[config.mk]
export PLATFORM = sky130hd
export DESIGN_NAME = parr_ctrl
export DESIGN_NICKNAME = d
export VERILOG_FILES = /design/src/rtl/core/parr_pkg.sv /design/src/rtl/core/parr_ctrl.sv
export SDC_FILE = /design/constraint.sdc
export NUM_CORES = 1
export LEC_CHECK = 0
export BUFFER_PORTS_ARGS = -buffer_cell sky130_fd_sc_hd__buf_4
export CORE_AREA = 2 2 39 41
export CTS_BUF_LIST = sky130_fd_sc_hd__clkbuf_8
export CTS_CLUSTER_SIZE = 12
export DETAILED_ROUTE_END_ITERATION = 12
export DIE_AREA = 0 0 41 43
export PLACE_DENSITY = 0.45
export REMOVE_ABC_BUFFERS = 1
export SLEW_MARGIN = 20
export SYNTH_ARGS = -nofsm -noshare
export SYNTH_HDL_FRONTEND = slang
export SYNTH_SLANG_ARGS = --single-unit
[constraint.sdc]
create_clock -name i_clk -period 1 [get_ports i_clk]
set_input_delay 0.15 -clock i_clk [delete_from_list [all_inputs] [get_ports i_clk]]
set_output_delay 0.15 -clock i_clk [all_outputs]
set_load 0.02 [all_outputs]
[src/rtl/core/parr_pkg.sv]
// Shared types and constants for the phase-adaptive RRIP replacement block.
package parr_pkg;

    localparam int TAG_W   = 58;
    localparam int RRPV_W  = 2;
    localparam int REUSE_W = 3;
    localparam int CNT_W   = 8;
    localparam int ACC_W   = 7;
    localparam int ADDR_W  = 64;
    localparam int MASK_W  = 16;
    localparam int WIN_W   = 8;
    localparam int LINE_SH = 6;

    localparam logic [RRPV_W-1:0]  RRPV_MAX  = 2'd3;
    localparam logic [REUSE_W-1:0] REUSE_MAX = 3'd7;
    localparam logic [CNT_W-1:0]   CNT_MAX   = 8'd255;

    localparam logic CMD_VICTIM = 1'b0;
    localparam logic CMD_UPDATE = 1'b1;

    localparam logic [0:0] CFG_WINDOW = 1'd0;
    localparam logic [0:0] CFG_INSERT = 1'd1;

    // One way of a set row.
    typedef struct packed {
        logic               valid;
        logic [TAG_W-1:0]   tag;
        logic [RRPV_W-1:0]  rrpv;
        logic [REUSE_W-1:0] reuse;
    } t_way;

    // Per-set statistics.
    typedef struct packed {
        logic             phase;
        logic [CNT_W-1:0] shit;
        logic [CNT_W-1:0] imiss;
        logic [ACC_W-1:0] acc;
    } t_set_stat;

    // Controller to datapath commands.
    typedef struct packed {
        logic rd;     // issue row read
        logic load;   // capture read row
        logic scan;   // one scan or aging step
        logic wr;     // write row back
        logic done;   // capture result
    } t_ctl_cmd;

    // Datapath to controller status.
    typedef struct packed {
        logic found;  // search finished
    } t_ctl_sts;

endpackage

[src/rtl/core/parr_ctrl.sv]
// Controller state machine: sequences read, scan, writeback and result.
module parr_ctrl (
    input  logic              i_clk,
    input  logic              i_rst_n,
    input  logic              i_start,
    input  logic              i_out_free,
    input  parr_pkg::t_ctl_sts i_sts,
    output parr_pkg::t_ctl_cmd o_cmd,
    output logic              o_idle
);
    import parr_pkg::*;

    typedef enum logic [4:0] {
        S_IDLE = 5'b00001,
        S_READ = 5'b00010,
        S_LOAD = 5'b00100,
        S_SCAN = 5'b01000,
        S_DONE = 5'b10000
    } t_state;

    t_state r_state, n_state;

    always_ff @(posedge i_clk) begin
        if (!i_rst_n) begin
            r_state <= S_IDLE;
        end else begin
            r_state <= n_state;
        end
    end

    always_comb begin
        n_state = r_state;
        o_cmd   = '0;
        o_idle  = 1'b0;
        case (r_state)
            S_IDLE: begin
                o_idle = 1'b1;
                if (i_start) begin
                    o_cmd.rd = 1'b1;
                    n_state  = S_READ;
                end
            end
            S_READ: begin
                n_state = S_LOAD;
            end
            S_LOAD: begin
                o_cmd.load = 1'b1;
                n_state    = S_SCAN;
            end
            S_SCAN: begin
                o_cmd.scan = 1'b1;
                if (i_sts.found) begin
                    n_state = S_DONE;
                end
            end
            S_DONE: begin
                if (i_out_free) begin
                    o_cmd.wr   = 1'b1;
                    o_cmd.done = 1'b1;
                    n_state    = S_IDLE;
                end
            end
            default: n_state = S_IDLE;
        endcase
    end

endmodule

# --- Word-level counts from Yosys, hierarchy flattened ---
# Index checks and enable logic that the tools add are counted.
# Widths: inputs -> output; s select.
word_totals:
  register_bits: 5
  in_bits: 5
  out_inout_bits: 6
  elab_cells: 21
classes:
  eq_ne: 8
  mux: 11
  n_reduce_logical: 1
op_table:
  columns: ["operator", "n"]
  rows:
  - ["$pmux 5 s5", 1]
  - ["$mux 5", 3]
  - ["$ne 2x2->1 const B", 3]
  - ["$eq 5x1->1 const B", 1]
  - ["$eq 5x2->1 const B", 1]
  - ["$eq 5x3->1 const B", 1]
  - ["$eq 5x4->1 const B", 1]
  - ["$eq 5x5->1 const B", 1]
  - ["$mux 1", 5]
  - ["$mux 2", 2]
  - ["$reduce_and 3->1", 1]

# --- Depth between registers and ports, before layout ---
# Gate-level depths: netlist (run 1).
logic_depth:
  depth_word: 3
  mapped_depth: 4
  mapped_depth_nobuf: 4

# --- Worst setup path after synthesis (run 1) ---
# Ideal clock, no wire load.
synth_timing:
  kind: "reg2out"
  startpoint: "reg r_state[2]"
  endpoint: "out o_cmd[4] in the netlist's numbering"
  arrival_ns: 1.152
  path_slack_ns: -0.302
  stages_incl_launch_ff: 5
  path_cell_list: "dfxtp_1 nor2_2 nand2_2 nor3_2 and2_1"
synth_rtl:
  columns: ["item", "line_no", "rtl"]
  rows:
  - ["start: declaration", "parr_ctrl.sv:21", "t_state r_state, n_state;"]
  - ["start signal: assignment", "parr_ctrl.sv:27", "r_state <= n_state;"]
  - ["end: declaration", "parr_ctrl.sv:8", "output parr_pkg::t_ctl_cmd o_cmd,"]

==> results.md, run 1 <==
Outcome
• finished, violations left — run status
• negative setup slack — violated checks

Setup path
• r_state[0]$_SDFFE_PN1P_ — capture point of the worst reg-to-reg path
• r_state[2]$_SDFFE_PN0P_ — startpoint of the worst-slack reg-to-reg timing path
• 5 — maximum fanout count along the critical path
• flop — critical path launch point type
• 8 — Worst Reg-to-Reg Cells
• reg -> out — critical setup path kind
• -270 ps — R2R Setup Slk
• 850 ps — Critical Path RT
• output port — kind of end point of the critical path
• 1180 ps — CP arrival

Logic synthesis
• dfxtp_1 31%, nor2b_1 9.8%, nor3_4 5.1%, o41ai_2 5.1%, and3_1 3.9% — synth top area cells
• 0.314 — sequential share of the synthesized area
• 35 — Cells after Synth
• 319 µm² — synthesized area
• 0 — synthesis warning total
• 24 — Netlist cell types
• 9.12 µm² — Syn Area/Cell
• dfxtp_1 — Synth area leader
• 0.314 — area fraction of the dominant cell type after synthesis
• 5 — synthesized flop and latch total

Pwr
• 1370 nW/µm² — Cell Pwr Density
• 792 µW — post-layout total power
• 0.280 nW — leakage component of the power
• 729 µV — peak supply drop

Finish
• 0.719 — fraction of final layout cells with drive strength greater than 1
• r_state — largest reg by FF count
• 146 — filler instances
• 0 — Antenna diodes
• r_state: 5 flops — largest registers in the final layout
• 63 — NumNets Final
• 73 — number of non-filler instances in the completed layout
• 81.6% — area added between synthesis and finish
• 5 — max FFs per register

Timing
• 0 — Hold Vio Cnt, Final
• 313 ps — slew of the pin with the lowest slew margin
• 171 ps — tightest hold margin
• 0 — fin. max-slew vios
• 754 MHz — maximum clock rate
• -2130 ps — setup TNS
• 1330 ps — final critical delay including setup and external delays
• 0.790 — headroom to the max-slew limit
• true — RSZ-0062 raised after global routing
• -326 ps — min setup slack post-route
• 0.497 ps — clk_skew
• 1.33 — Tcrit/Tclk final
• 9 — final setup violation count

Floorplanning
• 43 µm — height of the chip
• 41 µm — Die Wd
• 1380 µm² — CORE AREA
• 1760 µm² — die area
• 14 — number of placement rows
• 11 — ports placed on the boundary
• 0.231 — initial standard-cell utilization of the core

Hold path
• i_sts — launch instance of the worst min-delay path
• in -> reg — worst min path class
• 3 — Hold Path Cell Cnt
• r_state[4]$_SDFFE_PN0P_ — end of the worst hold path

GRT
• 322 — via count of the first global-routing pass
• 0.136 — GR Util All Layers
• 1480 µm — first-pass GRT wire length
• 9 — largest net degree at the start of global routing
• 0 — initial antenna violation count
• 0 — leftover overflow at the end of global routing

Clocking
• 1 — number of H-tree levels
• yes — CTS tree
• 5 — CTS Sinks
• 40 ps — clock transition at the register clock pins on the worst setup and hold paths after CTS
• 3 — CTS Buf Count
• 2 — clock tree buffer depth
• 0 — hold bufs inserted after CTS
• clkbuf_8 — Clk Tree Root Cell
• 230 ps — latest clock arrival within the worst-skew pair

Detailed routing
• 2 — first drt pass iteration count
• 4.53 — Vias/cell
• 4 — starting DRC count in detailed routing
• 971 µm — DRT Wirelength
• 331 — Via Count
• 0 — drt drc
• 0 — count of nets left with antenna violations after detail routing
• 13.3 µm — per-cell routed wire length

Placement
• -165 ps — pre-CTS worst setup slack
• 10 — quantity of I/O buffers inserted on ports
• 63 — placed instance count
• 0.815 — Routability Congestion

Run
• 0 — number of maximum-capacitance violations

==> cell families (layout without fill, tap and decap cells) <==
logic type / count (synthesis) / in the layout / share of synthesized area
buffers and inverters: 1 / 23 / 0.0235
flip-flops: 5 / 5 / 0.314
AND/OR/NAND/NOR: 22 / 22 / 0.482
AO/OA/AOI/OAI: 7 / 7 / 0.180
==> synthesized netlist by cell type <==
cell type  n
a21oi_1    1
a21oi_2    1
and2_1     1
and2_2     1
and2_4     1
and3_1     2
and4b_2    1
buf_4      1
dfxtp_1    5
nand2_1    2
nand2_2    2
nand3b_1   1
nor2_1     1
nor2_2     1
nor2b_1    5
nor3_1     1
nor3_2     1
nor3_4     1
nor3b_1    1
o211a_1    1
o21ai_0    1
o21ai_1    1
o21bai_1   1
o41ai_2    1
==> stage by stage <==
step / utilization / area (µm²)
final: 0.419 / 579
after global routing: 0.419 / 579
after CTS: 0.404 / 559
after detailed placement: 0.310 / 429
after global placement: 0.310 / 429
after floorplan: - / 312
==> final cells by class <==
type / instances / area (µm²) / area share
sequential: 5 / 111 / 0.192
clock inverter: 1 / 3.75 / 0.00648
tap: 16 / 20.0 / 0.0346
multi-input combinational: 29 / 249 / 0.430
clock buffer: 3 / 41.3 / 0.0713
timing repair buffer: 19 / 154 / 0.266
==> where the power goes <==
group,internal [mW],switching [mW]
logic,0.104,0.0764
clock network,0.264,0.112
registers,0.210,0.0250
total,0.578,0.214
==> timing repair <==
action                                  in CTS  in global routing
pin swaps                                    6                  4
resized for setup                           12                  5
setup buffers                                6                  0
endpoints found under the setup margin       9                  9
gates cloned                                 0                  0
==> placed cells by master (no fill, tap or decap), types with 2 or more instances in the layout <==
master | netlist | routed
buf_4 | 1 | 16
nor2b_1 | 5 | 4
clkbuf_8 | 0 | 3
buf_6 | 0 | 3
dfxtp_2 | 0 | 3
nor3_4 | 1 | 2
and2_4 | 1 | 2
nand2_2 | 2 | 2
nand2_1 | 2 | 2
dfxtp_4 | 0 | 2
==> worst max path at each step <==
stage | startpoint | end | slack [ps] | cells after the start
after floorplan | r_state[2]$_SDFFE_PN0P_ | o_cmd[4] | -300 | 4
after global placement | r_state[4]$_SDFFE_PN0P_ | r_state[0]$_SDFFE_PN1P_ | -140 | 3
after detailed placement | r_state[2]$_SDFFE_PN0P_ | o_cmd[4] | -160 | 5
after CTS | r_state[3]$_SDFFE_PN0P_ | o_cmd[4] | -380 | 5
after global routing | r_state[2]$_SDFFE_PN0P_ | o_cmd[4] | -370 | 5
final | r_state[2]$_SDFFE_PN0P_ | o_cmd[4] | -330 | 5
==> layer usage <==
layer  up-vias  wire length (µm)  track usage
met2         8               530        0.206
met4         0                26        0.120
met1       154               370        0.145
met5         -                 0            0
li1        167                 -            -
met3         2                43       0.0314
==> worst max-delay path, stage by stage, from the launching register on <==
cell     delay, ps
dfxtp_2        340
nor2_4         120
nand2_2         70
nor3_4         140
and2_4         170
buf_6          110
Note: power is estimated with default switching activity, not from simulation.
==> inputs of run 2 (changes only) <==
Settings changed: CELL_PAD_IN_SITES_DETAIL_PLACEMENT from default to 1, CELL_PAD_IN_SITES_GLOBAL_PLACEMENT from default to 2, PLACE_DENSITY 0.45 to 0.69, SLEW_MARGIN 20 to 10.
==> results.md, run 2 (synthesized netlist as in run 1, its figures left out) <==
Timing
• 9 — final setup violation count, unchanged
• true — RSZ-0062 raised after global routing
• 1350 ps — final critical delay including setup and external delays, +20.0 ps
• 743 MHz — maximum clock rate, -1.5%
• 2.32 ps — clk_skew, +1.82 ps
• 0 — fin. max-slew vios, unchanged
• 1.35 — Tcrit/Tclk final, +0.0200
• -2230 ps — setup TNS, -96.7 ps
• -346 ps — min setup slack post-route, -20.0 ps
• 0 — Hold Vio Cnt, Final, unchanged
• 296 ps — slew of the pin with the lowest slew margin, -17.8 ps
• 0.802 — headroom to the max-slew limit, +0.0119

Placement
• 685 µm — placed wire-length estimate after detailed placement
• 10 — quantity of I/O buffers inserted on ports, unchanged
• 0.695 — Routability Congestion, -15%

Detailed routing
• 4.48 — Vias/cell, -1.2%
• 0 — count of nets left with antenna violations after detail routing, unchanged
• 13.3 µm — per-cell routed wire length, about the same
• 998 µm — DRT Wirelength, +2.8%
• 0 — drt drc, unchanged
• 4 — first drt pass iteration count, +2
• 336 — Via Count, +1.5%
• 2 — starting DRC count in detailed routing, -2

GRT
• 0.156 — fraction of met1 tracks used by global routing, +0.0112
• met2 — global-route layer with the greatest usage
• 0 — initial antenna violation count, unchanged
• 0.216 — met2 Use GR, +0.00938
• 0.124 — GR Util All Layers, -0.0117
• 0 — leftover overflow at the end of global routing, unchanged
• 8 — largest net degree at the start of global routing, -1
• 1540 µm — first-pass GRT wire length, +3.7%
• 0 — met3 routing resource usage after global routing, -0.0314
• 367 — via count of the first global-routing pass, +14%

Clocking
• 1 — number of H-tree levels, unchanged
• 40 ps — clock transition at the register clock pins on the worst setup and hold paths after CTS, about the same
• 3 — CTS Buf Count, unchanged
• 210 ps — latest clock arrival within the worst-skew pair, -20 ps
• clkbuf_8 — Clk Tree Root Cell
• yes — CTS tree
• 0 — hold bufs inserted after CTS, unchanged
• 5 — CTS Sinks, unchanged
• 2 — clock tree buffer depth, unchanged

Outcome
• finished, violations left — run status
• negative setup slack — violated checks

Setup path
• 850 ps — Critical Path RT, about the same
• flop — critical path launch point type
• output port — kind of end point of the critical path
• 1200 ps — CP arrival, +20 ps
• reg -> out — critical setup path kind
• dfxtp_4 — Crit-path slowest cell
• r_state[2]$_SDFFE_PN0P_ — startpoint of the worst-slack reg-to-reg timing path
• -200 ps — R2R Setup Slk, +70 ps
• r_state[2]$_SDFFE_PN0P_ — launch point of the critical path
• nor2_4 > nand2_4 > nor3_4 > and2_4 > buf_6 — cell-by-cell listing of the critical path
• 360 ps — delay of the slowest cell on the worst path, +20 ps
• 4 — maximum fanout count along the critical path, -1

Hold path
• in -> reg — worst min path class
• i_rst_n — launch instance of the worst min-delay path

Floorplanning
• 43 µm — height of the chip, unchanged
• 11 — ports placed on the boundary, unchanged
• 41 µm — Die Wd, unchanged
• 1380 µm² — CORE AREA, unchanged
• 1760 µm² — die area, unchanged
• 14 — number of placement rows, unchanged
• 0.231 — initial standard-cell utilization of the core, unchanged

Finish
• 0.763 — fraction of final layout cells with drive strength greater than 1, +0.0434
• 65 — NumNets Final, +3.2%
• buf_4 — most common cell after layout, fill and taps aside
• 5 — max FFs per register, unchanged
• 0 — Antenna diodes, unchanged
• r_state: 5 flops — largest registers in the final layout
• 13 x buf_4, 8 x buf_6, 4 x dfxtp_4 — leading cell types in the layout, fill and taps excluded
• 0.465 — Layout Utilization, +0.0461
• r_state — largest reg by FF count
• 159 — filler instances, +8.9%
• 102% — area added between synthesis and finish

Pwr
• 974 µV — peak supply drop, +34%
• 0.454 — clock network fraction of total power, -0.022
• 0.257 — Sw Ratio, -0.0124
• 0.246 — Comb pwr share, +0.018
• 1200 nW/µm² — Cell Pwr Density, -12%
• 0.307 nW — leakage component of the power, +9.5%
• 0.301 — share of total power in sequential cells, +0.005
• 199 µW — total net switching power, -6.7%
• 575 µW — cell-internal power, -0.51%

Run
• 0 — number of maximum-capacitance violations, unchanged

-- run 2: path summary, 6_finish.rpt --
check                           cells past startpoint                      end
worst max-delay path                                5                 o_cmd[4]
worst min-delay path                                3  r_state[4]$_SDFFE_PN0P_
worst max register to register                      5  r_state[0]$_SDFFE_PN1P_
worst min register to register                      1  r_state[2]$_SDFFE_PN0P_
-- run 2: area by class of cell --
cell class | count | area [µm²] | share of cell area
Multi-Input combinational cell | 29 | 274 | 0.426
Timing Repair Buffer | 21 | 188 | 0.292
Sequential cell | 5 | 116 | 0.181
Clock buffer | 3 | 41.3 | 0.0642
Tap cell | 16 | 20.0 | 0.0311
Clock inverter | 1 | 3.75 | 0.00584
-- run 2: power groups by stage --
stage	Clock (mW)	Sequential [mW]	Combinational [mW]
2_1_floorplan	0	0.230	0.0720
3_3_place_gp	0	0.234	0.127
3_5_place_dp	0	0.235	0.132
4_1_cts	0.360	0.240	0.167
5_1_grt	0.379	0.235	0.204
6_report	0.351	0.233	0.190
-- run 2: timing repair --
action / 4_1_cts / 5_1_grt
endpoints found under the setup margin: 9 / 10
buffers inserted: 3 / 4
resized for setup: 20 / 11
pin swaps: 8 / 7
-- run 2: per-stage QoR --
stage                     total power, mW  setup WS (ps)  cells  hold slack, ps  area, µm²
final                               0.774           -346     75             195        643
after global placement              0.361           -139     65             416        444
after floorplan                     0.302           -302     34             269        312
after detailed placement            0.366           -204     65             418        444
after global routing                0.819           -387     75             199        643
after CTS                           0.767           -334     72             188        587
-- run 2: worst max-delay path: cells and delay by family, from the launching register on --
family	cells	cell delay, ps
DFF	1	360
buffers and inverters	1	110
and+or+nand+nor	4	520
-- run 2: metal layers --
layer  part of all wire  routed length, µm
met1               0.39                391
met2               0.59                586
met3              0.019                 19
met4                  0                  0
met5                  0                  0
